### src/hw/rtl/skt_pkg.sv
package skt_pkg;

  typedef enum logic [1:0] {
    ACT_INSERT = 2'd0,
    ACT_DELETE = 2'd1,
    ACT_SEARCH = 2'd2,
    ACT_READ   = 2'd3
  } action_e;

  typedef enum logic [1:0] {
    ST_OK        = 2'd0,
    ST_NOT_FOUND = 2'd1,
    ST_FULL      = 2'd2,
    ST_RANGE     = 2'd3
  } status_e;

  typedef struct packed {
    logic [1:0]         action;
    logic signed [31:0] key;
    logic [7:0]         age_in;
    logic [31:0]        salary_in;
    logic [3:0]         position;
  } in_item_t;

  typedef struct packed {
    logic [1:0]         status;
    logic signed [31:0] key_out;
    logic [7:0]         age_out;
    logic [31:0]        salary_out;
    logic [4:0]         entry_count;
  } out_item_t;

  typedef struct packed {
    logic signed [31:0] key;
    logic [7:0]         age;
    logic [31:0]        salary;
  } record_t;

  localparam int RecW = $bits(record_t);

  typedef enum logic [2:0] {
    S_IDLE,
    S_DISPATCH,
    S_INS_WALK,
    S_INS_PLACE,
    S_SCAN,
    S_DEL_WALK,
    S_RD_DATA,
    S_RESP
  } state_e;

  typedef enum logic [2:0] {
    IDX_HOLD,
    IDX_ZERO,
    IDX_TOP,
    IDX_INC,
    IDX_DEC,
    IDX_POS
  } idx_op_e;

  typedef enum logic [1:0] {
    WA_UP,
    WA_DOWN,
    WA_ZERO
  } wa_sel_e;

  typedef enum logic [1:0] {
    CNT_HOLD,
    CNT_INC,
    CNT_DEC
  } cnt_op_e;

  typedef struct packed {
    logic    load_item;
    idx_op_e idx_op;
    logic    wr_en;
    wa_sel_e wr_addr_sel;
    logic    wr_from_item;
    cnt_op_e cnt_op;
    logic    res_load;
    status_e res_status;
    logic    res_take_rec;
    logic    out_push;
  } ctrl_t;

  typedef struct packed {
    action_e action;
    logic    count_zero;
    logic    full;
    logic    pos_oob;
    logic    key_lt;
    logic    key_eq;
    logic    idx_zero;
    logic    idx_last;
    logic    out_free;
  } stat_t;

endpackage

### src/hw/rtl/skt_ram.sv
module skt_ram #(
  parameter int Width = 8,
  parameter int Depth = 16
) (
  input  logic                     clk_i,
  input  logic                     wr_en_i,
  input  logic [$clog2(Depth)-1:0] wr_addr_i,
  input  logic [Width-1:0]         wr_data_i,
  input  logic [$clog2(Depth)-1:0] rd_addr_i,
  output logic [Width-1:0]         rd_data_o
);

  logic [Width-1:0] mem_q [Depth];
  logic [Width-1:0] rd_data_q;

  always_ff @(posedge clk_i) begin
    if (wr_en_i) begin
      mem_q[wr_addr_i] <= wr_data_i;
    end
    rd_data_q <= mem_q[rd_addr_i];
  end

  assign rd_data_o = rd_data_q;

endmodule

### src/hw/rtl/skt_ctrl.sv
module skt_ctrl import skt_pkg::*; (
  input  logic  clk_i,
  input  logic  rst_ni,
  input  logic  in_valid_i,
  output logic  in_ready_o,
  input  stat_t stat_i,
  output ctrl_t ctrl_o
);

  state_e state_q, state_d;

  always_ff @(posedge clk_i or negedge rst_ni) begin
    if (!rst_ni) begin
      state_q <= S_IDLE;
    end else begin
      state_q <= state_d;
    end
  end

  always_comb begin
    state_d             = state_q;
    in_ready_o          = 1'b0;
    ctrl_o              = '0;
    ctrl_o.idx_op       = IDX_HOLD;
    ctrl_o.wr_addr_sel  = WA_UP;
    ctrl_o.cnt_op       = CNT_HOLD;
    ctrl_o.res_status   = ST_OK;
    unique case (state_q)
      S_IDLE: begin
        in_ready_o = 1'b1;
        if (in_valid_i) begin
          ctrl_o.load_item = 1'b1;
          state_d          = S_DISPATCH;
        end
      end
      S_DISPATCH: begin
        unique case (stat_i.action) inside
          ACT_INSERT: begin
            if (stat_i.full) begin
              ctrl_o.res_load   = 1'b1;
              ctrl_o.res_status = ST_FULL;
              state_d           = S_RESP;
            end else if (stat_i.count_zero) begin
              ctrl_o.wr_en        = 1'b1;
              ctrl_o.wr_addr_sel  = WA_ZERO;
              ctrl_o.wr_from_item = 1'b1;
              ctrl_o.cnt_op       = CNT_INC;
              ctrl_o.res_load     = 1'b1;
              state_d             = S_RESP;
            end else begin
              ctrl_o.idx_op = IDX_TOP;
              state_d       = S_INS_WALK;
            end
          end
          ACT_DELETE, ACT_SEARCH: begin
            if (stat_i.count_zero) begin
              ctrl_o.res_load   = 1'b1;
              ctrl_o.res_status = ST_NOT_FOUND;
              state_d           = S_RESP;
            end else begin
              ctrl_o.idx_op = IDX_ZERO;
              state_d       = S_SCAN;
            end
          end
          default: begin
            if (stat_i.pos_oob) begin
              ctrl_o.res_load   = 1'b1;
              ctrl_o.res_status = ST_RANGE;
              state_d           = S_RESP;
            end else begin
              ctrl_o.idx_op = IDX_POS;
              state_d       = S_RD_DATA;
            end
          end
        endcase
      end
      S_INS_WALK: begin
        ctrl_o.wr_en       = 1'b1;
        ctrl_o.wr_addr_sel = WA_UP;
        if (stat_i.key_lt) begin
          ctrl_o.wr_from_item = 1'b1;
          ctrl_o.cnt_op       = CNT_INC;
          ctrl_o.res_load     = 1'b1;
          state_d             = S_RESP;
        end else if (stat_i.idx_zero) begin
          state_d = S_INS_PLACE;
        end else begin
          ctrl_o.idx_op = IDX_DEC;
        end
      end
      S_INS_PLACE: begin
        ctrl_o.wr_en        = 1'b1;
        ctrl_o.wr_addr_sel  = WA_ZERO;
        ctrl_o.wr_from_item = 1'b1;
        ctrl_o.cnt_op       = CNT_INC;
        ctrl_o.res_load     = 1'b1;
        state_d             = S_RESP;
      end
      S_SCAN: begin
        if (stat_i.key_lt) begin
          if (stat_i.idx_last) begin
            ctrl_o.res_load   = 1'b1;
            ctrl_o.res_status = ST_NOT_FOUND;
            state_d           = S_RESP;
          end else begin
            ctrl_o.idx_op = IDX_INC;
          end
        end else if (stat_i.key_eq) begin
          if (stat_i.action == ACT_SEARCH) begin
            ctrl_o.res_load     = 1'b1;
            ctrl_o.res_take_rec = 1'b1;
            state_d             = S_RESP;
          end else if (stat_i.idx_last) begin
            ctrl_o.cnt_op   = CNT_DEC;
            ctrl_o.res_load = 1'b1;
            state_d         = S_RESP;
          end else begin
            ctrl_o.idx_op = IDX_INC;
            state_d       = S_DEL_WALK;
          end
        end else begin
          ctrl_o.res_load   = 1'b1;
          ctrl_o.res_status = ST_NOT_FOUND;
          state_d           = S_RESP;
        end
      end
      S_DEL_WALK: begin
        ctrl_o.wr_en       = 1'b1;
        ctrl_o.wr_addr_sel = WA_DOWN;
        if (stat_i.idx_last) begin
          ctrl_o.cnt_op   = CNT_DEC;
          ctrl_o.res_load = 1'b1;
          state_d         = S_RESP;
        end else begin
          ctrl_o.idx_op = IDX_INC;
        end
      end
      S_RD_DATA: begin
        ctrl_o.res_load     = 1'b1;
        ctrl_o.res_take_rec = 1'b1;
        state_d             = S_RESP;
      end
      S_RESP: begin
        if (stat_i.out_free) begin
          ctrl_o.out_push = 1'b1;
          state_d         = S_IDLE;
        end
      end
      default: state_d = S_IDLE;
    endcase
  end

endmodule

### src/hw/rtl/skt_datapath.sv
module skt_datapath import skt_pkg::*; #(
  parameter int Depth = 16
) (
  input  logic      clk_i,
  input  logic      rst_ni,
  input  in_item_t  in_item_i,
  input  logic      out_ready_i,
  output logic      out_valid_o,
  output out_item_t out_item_o,
  input  ctrl_t     ctrl_i,
  output stat_t     stat_o
);

  localparam int AW = $clog2(Depth);
  localparam int CW = $clog2(Depth + 1);
  localparam int XW = (CW > 4) ? CW : 4;

  in_item_t       item_q;
  logic [AW-1:0]  idx_q, idx_d;
  logic [CW-1:0]  count_q, count_d;
  logic [CW-1:0]  count_m1;
  logic [AW-1:0]  wr_addr;
  record_t        wr_rec, ram_rec, item_rec;
  logic [1:0]     res_status_q;
  record_t        res_rec_q;
  logic           out_valid_q;
  out_item_t      out_q;

  assign item_rec = '{key: item_q.key, age: item_q.age_in, salary: item_q.salary_in};
  assign count_m1 = count_q - CW'(1);

  always_comb begin
    case (ctrl_i.idx_op)
      IDX_ZERO: idx_d = '0;
      IDX_TOP:  idx_d = count_m1[AW-1:0];
      IDX_INC:  idx_d = idx_q + AW'(1);
      IDX_DEC:  idx_d = idx_q - AW'(1);
      IDX_POS:  idx_d = AW'(item_q.position);
      default:  idx_d = idx_q;
    endcase
  end

  always_comb begin
    case (ctrl_i.wr_addr_sel)
      WA_UP:   wr_addr = idx_q + AW'(1);
      WA_DOWN: wr_addr = idx_q - AW'(1);
      default: wr_addr = '0;
    endcase
  end

  assign wr_rec = ctrl_i.wr_from_item ? item_rec : ram_rec;

  always_comb begin
    case (ctrl_i.cnt_op)
      CNT_INC: count_d = count_q + CW'(1);
      CNT_DEC: count_d = count_m1;
      default: count_d = count_q;
    endcase
  end

  skt_ram #(
    .Width (RecW),
    .Depth (Depth)
  ) u_ram (
    .clk_i     (clk_i),
    .wr_en_i   (ctrl_i.wr_en),
    .wr_addr_i (wr_addr),
    .wr_data_i (wr_rec),
    .rd_addr_i (idx_d),
    .rd_data_o (ram_rec)
  );

  always_ff @(posedge clk_i) begin
    if (ctrl_i.load_item) begin
      item_q <= in_item_i;
    end
    idx_q <= idx_d;
    if (ctrl_i.res_load) begin
      res_status_q <= ctrl_i.res_status;
      res_rec_q    <= ctrl_i.res_take_rec ? ram_rec : '0;
    end
    if (ctrl_i.out_push) begin
      out_q.status      <= res_status_q;
      out_q.key_out     <= res_rec_q.key;
      out_q.age_out     <= res_rec_q.age;
      out_q.salary_out  <= res_rec_q.salary;
      out_q.entry_count <= 5'(count_q);
    end
  end

  always_ff @(posedge clk_i or negedge rst_ni) begin
    if (!rst_ni) begin
      count_q     <= '0;
      out_valid_q <= 1'b0;
    end else begin
      count_q <= count_d;
      if (ctrl_i.out_push) begin
        out_valid_q <= 1'b1;
      end else if (out_ready_i) begin
        out_valid_q <= 1'b0;
      end
    end
  end

  assign out_valid_o = out_valid_q;
  assign out_item_o  = out_q;

  assign stat_o.action     = action_e'(item_q.action);
  assign stat_o.count_zero = (count_q == '0);
  assign stat_o.full       = (count_q == CW'(Depth));
  assign stat_o.pos_oob    = (XW'(item_q.position) >= XW'(count_q));
  assign stat_o.key_lt     = ($signed(ram_rec.key) < $signed(item_q.key));
  assign stat_o.key_eq     = (ram_rec.key == item_q.key);
  assign stat_o.idx_zero   = (idx_q == '0);
  assign stat_o.idx_last   = ((CW'(idx_q) + CW'(1)) == count_q);
  assign stat_o.out_free   = !out_valid_q || out_ready_i;

  a_count_bound: assert property (@(posedge clk_i) disable iff (!rst_ni)
    count_q <= CW'(Depth))
    else $error("entry count above capacity");

  a_count_step: assert property (@(posedge clk_i) disable iff (!rst_ni)
    (count_q != $past(count_q)) |->
      (count_q == CW'($past(count_q) + CW'(1)) || CW'(count_q + CW'(1)) == $past(count_q)))
    else $error("entry count moved by more than one");

  a_wr_in_range: assert property (@(posedge clk_i) disable iff (!rst_ni)
    ctrl_i.wr_en |-> (CW'(wr_addr) <= count_q) && (count_q != CW'(Depth)
                      || ctrl_i.wr_addr_sel == WA_DOWN))
    else $error("table write beyond stored entries");

endmodule

### src/hw/rtl/sorted_key_record_table_unit.sv
// Sorted record table: up to DEPTH records (signed key, age, salary in cents) kept in
// ascending key order in one single-port-write RAM with registered read. One item is
// worked at a time and each gives exactly one result carrying the entry count. Run time
// is set by the sequential walk over the RAM, one entry per cycle: insert shifts entries
// up from the top down to the insertion point, delete scans up to the match and shifts
// the later entries down, search scans from the lowest key up to the match, and read by
// position and full, empty or out-of-range cases need no walk; all wait on output stalls.
// A result waits in an output register while the next item is accepted.
module sorted_key_record_table_unit import skt_pkg::*; #(
  parameter int DEPTH = 16
) (
  input  logic      clk_i,
  input  logic      rst_ni,
  input  logic      in_valid_i,
  output logic      in_ready_o,
  input  in_item_t  in_item_i,
  output logic      out_valid_o,
  input  logic      out_ready_i,
  output out_item_t out_item_o
);

  ctrl_t ctrl;
  stat_t stat;

  skt_ctrl u_ctrl (
    .clk_i      (clk_i),
    .rst_ni     (rst_ni),
    .in_valid_i (in_valid_i),
    .in_ready_o (in_ready_o),
    .stat_i     (stat),
    .ctrl_o     (ctrl)
  );

  skt_datapath #(
    .Depth (DEPTH)
  ) u_datapath (
    .clk_i       (clk_i),
    .rst_ni      (rst_ni),
    .in_item_i   (in_item_i),
    .out_ready_i (out_ready_i),
    .out_valid_o (out_valid_o),
    .out_item_o  (out_item_o),
    .ctrl_i      (ctrl),
    .stat_o      (stat)
  );

endmodule

### config.mk
export PLATFORM = sky130hd
export DESIGN_NAME = sorted_key_record_table_unit
export DESIGN_NICKNAME = d
export VERILOG_FILES = /design/src/hw/rtl/skt_pkg.sv /design/src/hw/rtl/skt_ram.sv /design/src/hw/rtl/skt_ctrl.sv /design/src/hw/rtl/skt_datapath.sv /design/src/hw/rtl/sorted_key_record_table_unit.sv
export SDC_FILE = /design/constraint.sdc
export NUM_CORES = 2
export LEC_CHECK = 0
export ABC_CLOCK_PERIOD_IN_PS = 7750
export BUFFER_PORTS_ARGS = -buffer_cell sky130_fd_sc_hd__buf_2
export CAP_MARGIN = 0
export CORE_ASPECT_RATIO = 1.25
export CORE_MARGIN = 8
export CORE_UTILIZATION = 46
export DETAILED_ROUTE_END_ITERATION = 10
export SLEW_MARGIN = 20
export SYNTH_ARGS = -nofsm -noshare
export SYNTH_HDL_FRONTEND = slang
export SYNTH_SLANG_ARGS = --single-unit
export TNS_END_PERCENT = 20
### constraint.sdc
create_clock -name clk_i -period 7.75 [get_ports clk_i]
set_input_delay 1.55 -clock clk_i [delete_from_list [all_inputs] [get_ports clk_i]]
set_output_delay 1.55 -clock clk_i [all_outputs]
set_load 0.03 [all_outputs]
**After elaboration in Yosys (flattened, before gate mapping)**

Memories as Yosys holds them, arrays and structs flattened. A register that Yosys moved wholly into a read port is not among the register bits.
Cells that the tools add are included.

- $add $sub $neg: 5
- Magnitude comparators: 2
- Eq/ne operators: 23
- Muxes and demuxes: 65
- Reductions and logical operators: 12

Operators by type and width:

| cell | number |
|---|---|
| $mux W72 | 1 |
| $mux W3 | 18 |
| $eq A32 B32 Y1 | 1 |
| $lt A32 B32 Y1 | 1 |
| $pmux W3 S4 | 2 |
| $pmux W3 S7 | 1 |
| $mux W2 | 10 |
| $pmux W4 S5 | 1 |
| $eq A3 B3 Y1 const B | 6 |
| $mux W1 | 18 |
| $pmux W3 S2 | 3 |
| $eq A3 B2 Y1 const B | 4 |
| $pmux W2 S5 | 1 |
| $pmux W5 S2 | 1 |
| $mux W8 | 1 |
| $pmux W4 S2 | 1 |
| $mux W7 | 1 |
| $eq A2 B1 Y1 const B | 3 |
| $eq A3 B1 Y1 const B | 2 |
| $mux W6 | 1 |
| $add A4 B1 Y5 const B | 1 |
| $add A5 B1 Y5 const B | 1 |
| $eq A5 B5 Y1 | 1 |
| $eq A5 B5 Y1 const B | 1 |
| 21 further kinds | 26 |

- Flip-flop bits (word level): 244
- RAM bits: 1,152
- Bits of input ports: 82
- Output and inout port bits: 81
- Word-level logic and storage cells: 126
- Memories kept: 1

Memories:

| name | words | bits a word | rd ports | clocked after Yosys merged registers in | write ports | line | RTL |
|---|---|---|---|---|---|---|---|
| u_datapath.u_ram.mem_q | 16 | 72 | 1 | 1 | 1 | skt_ram.sv:13 | `logic [Width-1:0] mem_q [Depth];` |

**Longest topological paths before layout**

- Depth in word-level cells: 9
- Depth in mapped cells: 21
- Gate-level depth less buffers: 15

**Cells and area by module**

Synthesis repeated with hierarchy kept, for this count alone.

- Cells, all modules: 2,581
- Area total of the unflattened synthesis: 55,271.8 um^2

By module, submodules not included:

| module | times used | cells an instance | area an instance (um^2) | sequential area each (um^2) |
|---|---|---|---|---|
| skt_ram | 1 | 1,850 | 44,552.7 | 36,034.6 |
| skt_datapath | 1 | 635 | 10,095.9 | 7,166.9 |
| skt_ctrl | 1 | 96 | 623.1 | 75.1 |

**Least setup slack after synthesis**

No wires, ideal clock.

- Kind: input -> register
- Start point: in out_ready_i
- End point: reg u_ctrl.state_q[2]
- Library setup time: 341 ps
- Data arrival time: 5,700 ps
- Data required time: 7,409 ps
- Path slack: 1,709 ps
- Stages on the path: 3
- Path buffers: 0
- Path through: nand2b_1 nor2b_1 o221ai_1

- Longest elaborated chain between the ends: 3

RTL lines:

| element | line | RTL |
|---|---|---|
| start, declared | sorted_key_record_table_unit.sv:18 | `input logic out_ready_i,` |
| $logic_or A1 B1 Y1 | skt_datapath.sv:116 | `assign stat_o.out_free = !out_valid_q \|\| out_ready_i;` |
| $ne A2 B2 Y1 (no line) | n/a |  |
| $reduce_and A3 Y1 (no line) | n/a |  |
| end signal, assigned | skt_ctrl.sv:16 | `state_q <= state_d;` |
| end, declared | skt_ctrl.sv:10 | `state_e state_q, state_d;` |

Every way passes these cells.
A chain may end at the register's enable or synchronous reset.

**Worst setup path after layout**

- Start point: reg u_datapath.item_q[59] in the netlist's numbering
- End point: reg u_datapath.u_ram.rd_data_q[3] (netlist: u_datapath.u_ram.rd_data_o[3]) (read register of u_datapath.u_ram.mem_q)

- Longest elaborated chain between the ends: 6
- Elaborated cells on any way between the ends: 12

RTL lines:

| element | line | RTL |
|---|---|---|
| start, declared | skt_datapath.sv:18 | `in_item_t item_q;` |
| start signal, assigned | skt_datapath.sv:75 | `item_q <= in_item_i;` |
| branches (longest 3 deep; another with $lt A32 B32 Y1) | n/a |  |
| $pmux W3 S4 (*) | skt_ctrl.sv:28 | `unique case (state_q)` |
| $eq A3 B3 Y1 (tied with other cells) | skt_datapath.sv:33 | `case (ctrl_i.idx_op)` |
| $pmux W4 S5 (*) | skt_datapath.sv:33 |  |
| end, declared | skt_ram.sv:14 | `logic [Width-1:0] rd_data_q;` |

Every way passes the cells marked *.

==> summary.txt <==
I/O Pins -> 163
CP arrival -> 6.53 ns
worst-skew pair later-pin latency -> 0.79 ns
Sinks on Clock Net -> 1468
drt total wl -> 181000 um
share of the synthesized area in the top cell type -> 67.6%
routed via count -> 41200
count of port buffers added during placement -> 162
global router's overall resource usage -> 24.1%
required time at the worst-slack endpoint -> 8.45 ns
EDFF count, synth -> 1383
cell type contributing the most total cell area after synthesis -> sky130_fd_sc_hd__edfxtp_1
global routing usage on met3 -> 4.09%
fraction of synthesized cell area in xor and xnor cells -> 0.214%
setup repair after global routing missed its margin -> no
slew at the pin closest to its max-slew limit -> 1.20 ns
Final GP Congestion -> 0.808
sequential fraction of the synthesis area -> 70.5%
detailed router's first-iteration violation count -> 4351
count of instances resized after the clock tree is built -> 0
maximum buffer depth of the clock tree -> 3
logic depth of the worst register-to-register path -> 14
detail-routed net length per standard cell -> 27.5 um
routing layer with the top usage in global route -> met2
TritonCTS clock tree -> built
CTS H-Tree Depth -> 4
Max Transition Viols Final -> 0
HP Class -> register to register
Final min period -> 5.83 ns
setup slack of the most critical reg-to-reg path -> 1.92 ns
instance area after placement -> 63900 um2
final-layout fill cell count -> 11100
Mapped Area -> 61400 um2
Slew HR -> 19.0%
proportion of register bits with asynchronous set or reset after synthesis -> 0.613%
drt pass-1 iters -> 6
most instantiated cells after synthesis -> 1383 x sky130_fd_sc_hd__edfxtp_1, 652 x sky130_fd_sc_hd__nand2_1, 434 x sky130_fd_sc_hd__nand3_1
Worst Setup Path Type -> register to register
mean instance size in the synthesized netlist -> 13.2 um2
number of maximum-capacitance constraint violations -> 0
core outline area -> 133000 um2
maximum frequency from static timing analysis -> 172 MHz
number of failing setup endpoints in the final timing report -> 0
initial antenna violation count -> 9
start point of the worst hold path -> u_datapath.res_rec_q[25]$_SDFFCE_PN0P_
# placed instances -> 6305
Post-Synthesis Cells -> 4665
initial core utilization -> 46.2%
worst reg2reg path startpoint -> u_datapath.item_q[59]$_DFFE_PP_
count of synthesis-stage warnings from yosys -> 0
growth of design area from synthesis to finish -> 12.0%
CTS Buf Count -> 148
proportion of synthesized area in mux cells -> 3.08%
number of global-route vias before repair -> 40200
hold path depth -> 0
Worst-path clk slew -> 0.06 ns
number of buffers inserted for hold repair after clock tree synthesis -> 0
grt total ovfl -> 0
proportion of layout cells with a drive suffix above 1 -> 13.6%
area of the die -> 146000 um2
number of distinct library cells after synthesis -> 71
endpoint kind of the worst setup timing path -> register
die span in x -> 343 um
setup tns final -> 0 ns
critical path launch point type -> register
reg2reg end -> u_datapath.u_ram.rd_data_o[3]$_DFF_P_
GR Util met2 -> 39.3%
maximum number of pins on one net before global-route repair -> 172
count leader, synth -> sky130_fd_sc_hd__edfxtp_1
number of nets still failing antenna checks after routing -> 0
half-perimeter wire length of the detailed placement result -> 91100 um
number of synthesized register bits -> 1468
standard-cell rows -> 150
number of nets in the final layout -> 4833
final non-filler cell area -> 68800 um2
DRC violations left -> 0
worst hold path endpoint -> u_datapath.out_item_o[30]$_DFFE_PP_
main combinational cell family by area after synthesis -> simple AND/OR/NAND/NOR gates
largest fanout on the critical path -> 62
Final Cycle Share -> 75.2%
area fraction in compound gates after synthesis -> 11.0%
fraction of the mapped netlist area in simple logic gates -> 11.2%
root cell of the clock tree -> sky130_fd_sc_hd__clkbuf_16
dominant register cell in the synthesized netlist -> sky130_fd_sc_hd__edfxtp_1
fraction of the mapped netlist area in adder cells -> 0.896%
total count of hold-check failures in the final report -> 0
non-filler cells, final -> 6586
via-per-instance ratio -> 6.25
nets in the synthesized netlist -> 4791
met1 routing resource usage after global routing -> 33.0%
die boundary height -> 425 um
wire length of the first global-routing pass -> 264000 um
Synth area leaders -> sky130_fd_sc_hd__edfxtp_1 68%, sky130_fd_sc_hd__nand2_1 4.0%, sky130_fd_sc_hd__nand3_1 3.5%
Setup Buffers After CTS -> 0
Setup Skew -> 0.0325 ns
status -> complete, no violations
## worst max path at each step
stage                                                       from  cells past startpoint  slack (ns)                                     end
after floorplan                                      out_ready_i                      3        1.71           u_ctrl.state_q[2]$_DFFE_PN0P_
after global placement           u_datapath.item_q[55]$_DFFE_PP_                     14        1.59  u_datapath.u_ram.rd_data_o[58]$_DFF_P_
after detailed placement  u_datapath.u_ram.rd_data_o[55]$_DFF_P_                     13        2.10  u_datapath.u_ram.rd_data_o[58]$_DFF_P_
after CTS                        u_datapath.item_q[61]$_DFFE_PP_                     15        2.07  u_datapath.u_ram.rd_data_o[58]$_DFF_P_
after global routing             u_datapath.item_q[59]$_DFFE_PP_                     14        1.77  u_datapath.u_ram.rd_data_o[19]$_DFF_P_
final                            u_datapath.item_q[59]$_DFFE_PP_                     14        1.92   u_datapath.u_ram.rd_data_o[3]$_DFF_P_
## state kept, by name, indices dropped and copies added (netlist names)
signal,count
u_ctrl.state_q,3
u_datapath.out_valid_o,1
u_datapath.idx_q,4
u_datapath.u_ram.rd_data_o,72
u_datapath.stat_o,2
u_datapath.res_status_q,2
u_datapath.res_rec_q,72
u_datapath.out_item_o,79
u_datapath.count_q,5
u_datapath.item_q,76
u_datapath.u_ram.mem_q,1152
## through the flow
| stage | hold WS (ns) | worst slack [ns] | util [%] |
|---|---|---|---|
| finish | 0.400 | 1.92 | 51.7 |
| global route | 0.421 | 1.77 | 51.7 |
| CTS | 0.412 | 2.07 | 51.7 |
| detailed placement | 0.405 | 2.10 | 48.0 |
| global placement | 0.400 | 1.59 | 48.0 |
| floorplan | 0.400 | 1.71 | - |
## cell families (layout without fill, tap and decap cells)
logic type | Yosys count | in the layout
AO/OA/AOI/OAI | 1005 | 1005
buffers and inverters | 451 | 621
other | 0 | 3
multiplexers | 179 | 179
XOR/XNOR | 15 | 15
adder cells (fa/ha/maj) | 44 | 44
flip-flops | 1468 | 1468
AND/OR/NAND/NOR | 1503 | 1503
## layout by cell type (no fill, tap or decap), drive strengths merged, types with 12 or more instances in the layout
| cell type | count |
|---|---|
| edfxtp | 1383 |
| nand2 | 652 |
| nand3 | 434 |
| o22ai | 339 |
| buf | 246 |
| o21ai | 229 |
| clkbuf | 207 |
| a211oi | 158 |
| nor2 | 135 |
| mux2i | 108 |
| inv | 104 |
| dfxtp | 76 |
| and2 | 75 |
| mux2 | 71 |
| a211o | 66 |
| or2 | 66 |
| nor3 | 52 |
| o32ai | 47 |
| a32oi | 46 |
| clkinv | 46 |
| ha | 44 |
| o211ai | 39 |
| nand4 | 36 |
| a21oi | 31 |
| and3 | 17 |
| a31oi | 12 |
| nor2b | 12 |
## worst max-delay path: stages, from the launching register on
cell and delay, ns:
sky130_fd_sc_hd__edfxtp_1 0.35, sky130_fd_sc_hd__inv_1 0.05, sky130_fd_sc_hd__ha_1 0.35, sky130_fd_sc_hd__nand4_1 0.29
sky130_fd_sc_hd__nor4_1 1.09, sky130_fd_sc_hd__nand3_1 0.27, sky130_fd_sc_hd__o31ai_1 0.25, sky130_fd_sc_hd__a211o_4 0.48
sky130_fd_sc_hd__buf_4 0.72, sky130_fd_sc_hd__buf_4 0.79, sky130_fd_sc_hd__mux2i_1 0.16, sky130_fd_sc_hd__a211oi_1 0.29
sky130_fd_sc_hd__a31oi_1 0.08, sky130_fd_sc_hd__a311o_1 0.35, sky130_fd_sc_hd__nand4_1 0.09
## cell type report
type	count	area, um2	area share [%]
clock buffers	207	4220	6.14
repair buffers	246	1640	2.38
diodes	3	7.51	0.0109
flip-flops and latches	1468	43300	62.9
clock inverters	71	644	0.936
multi-input cells	2746	16500	23.9
well taps	1748	2190	3.18
inverters	97	379	0.551
## metal layers
metal,part of all wire (%),vias up
met3,8.4,325
met5,0,-
met1,41,20900
li1,-,17900
met4,2.8,0
met2,47,2041
Power is left out: the tool's default activity adds up to more than one toggle a clock period on the data nets, which glitch-free logic cannot reach.
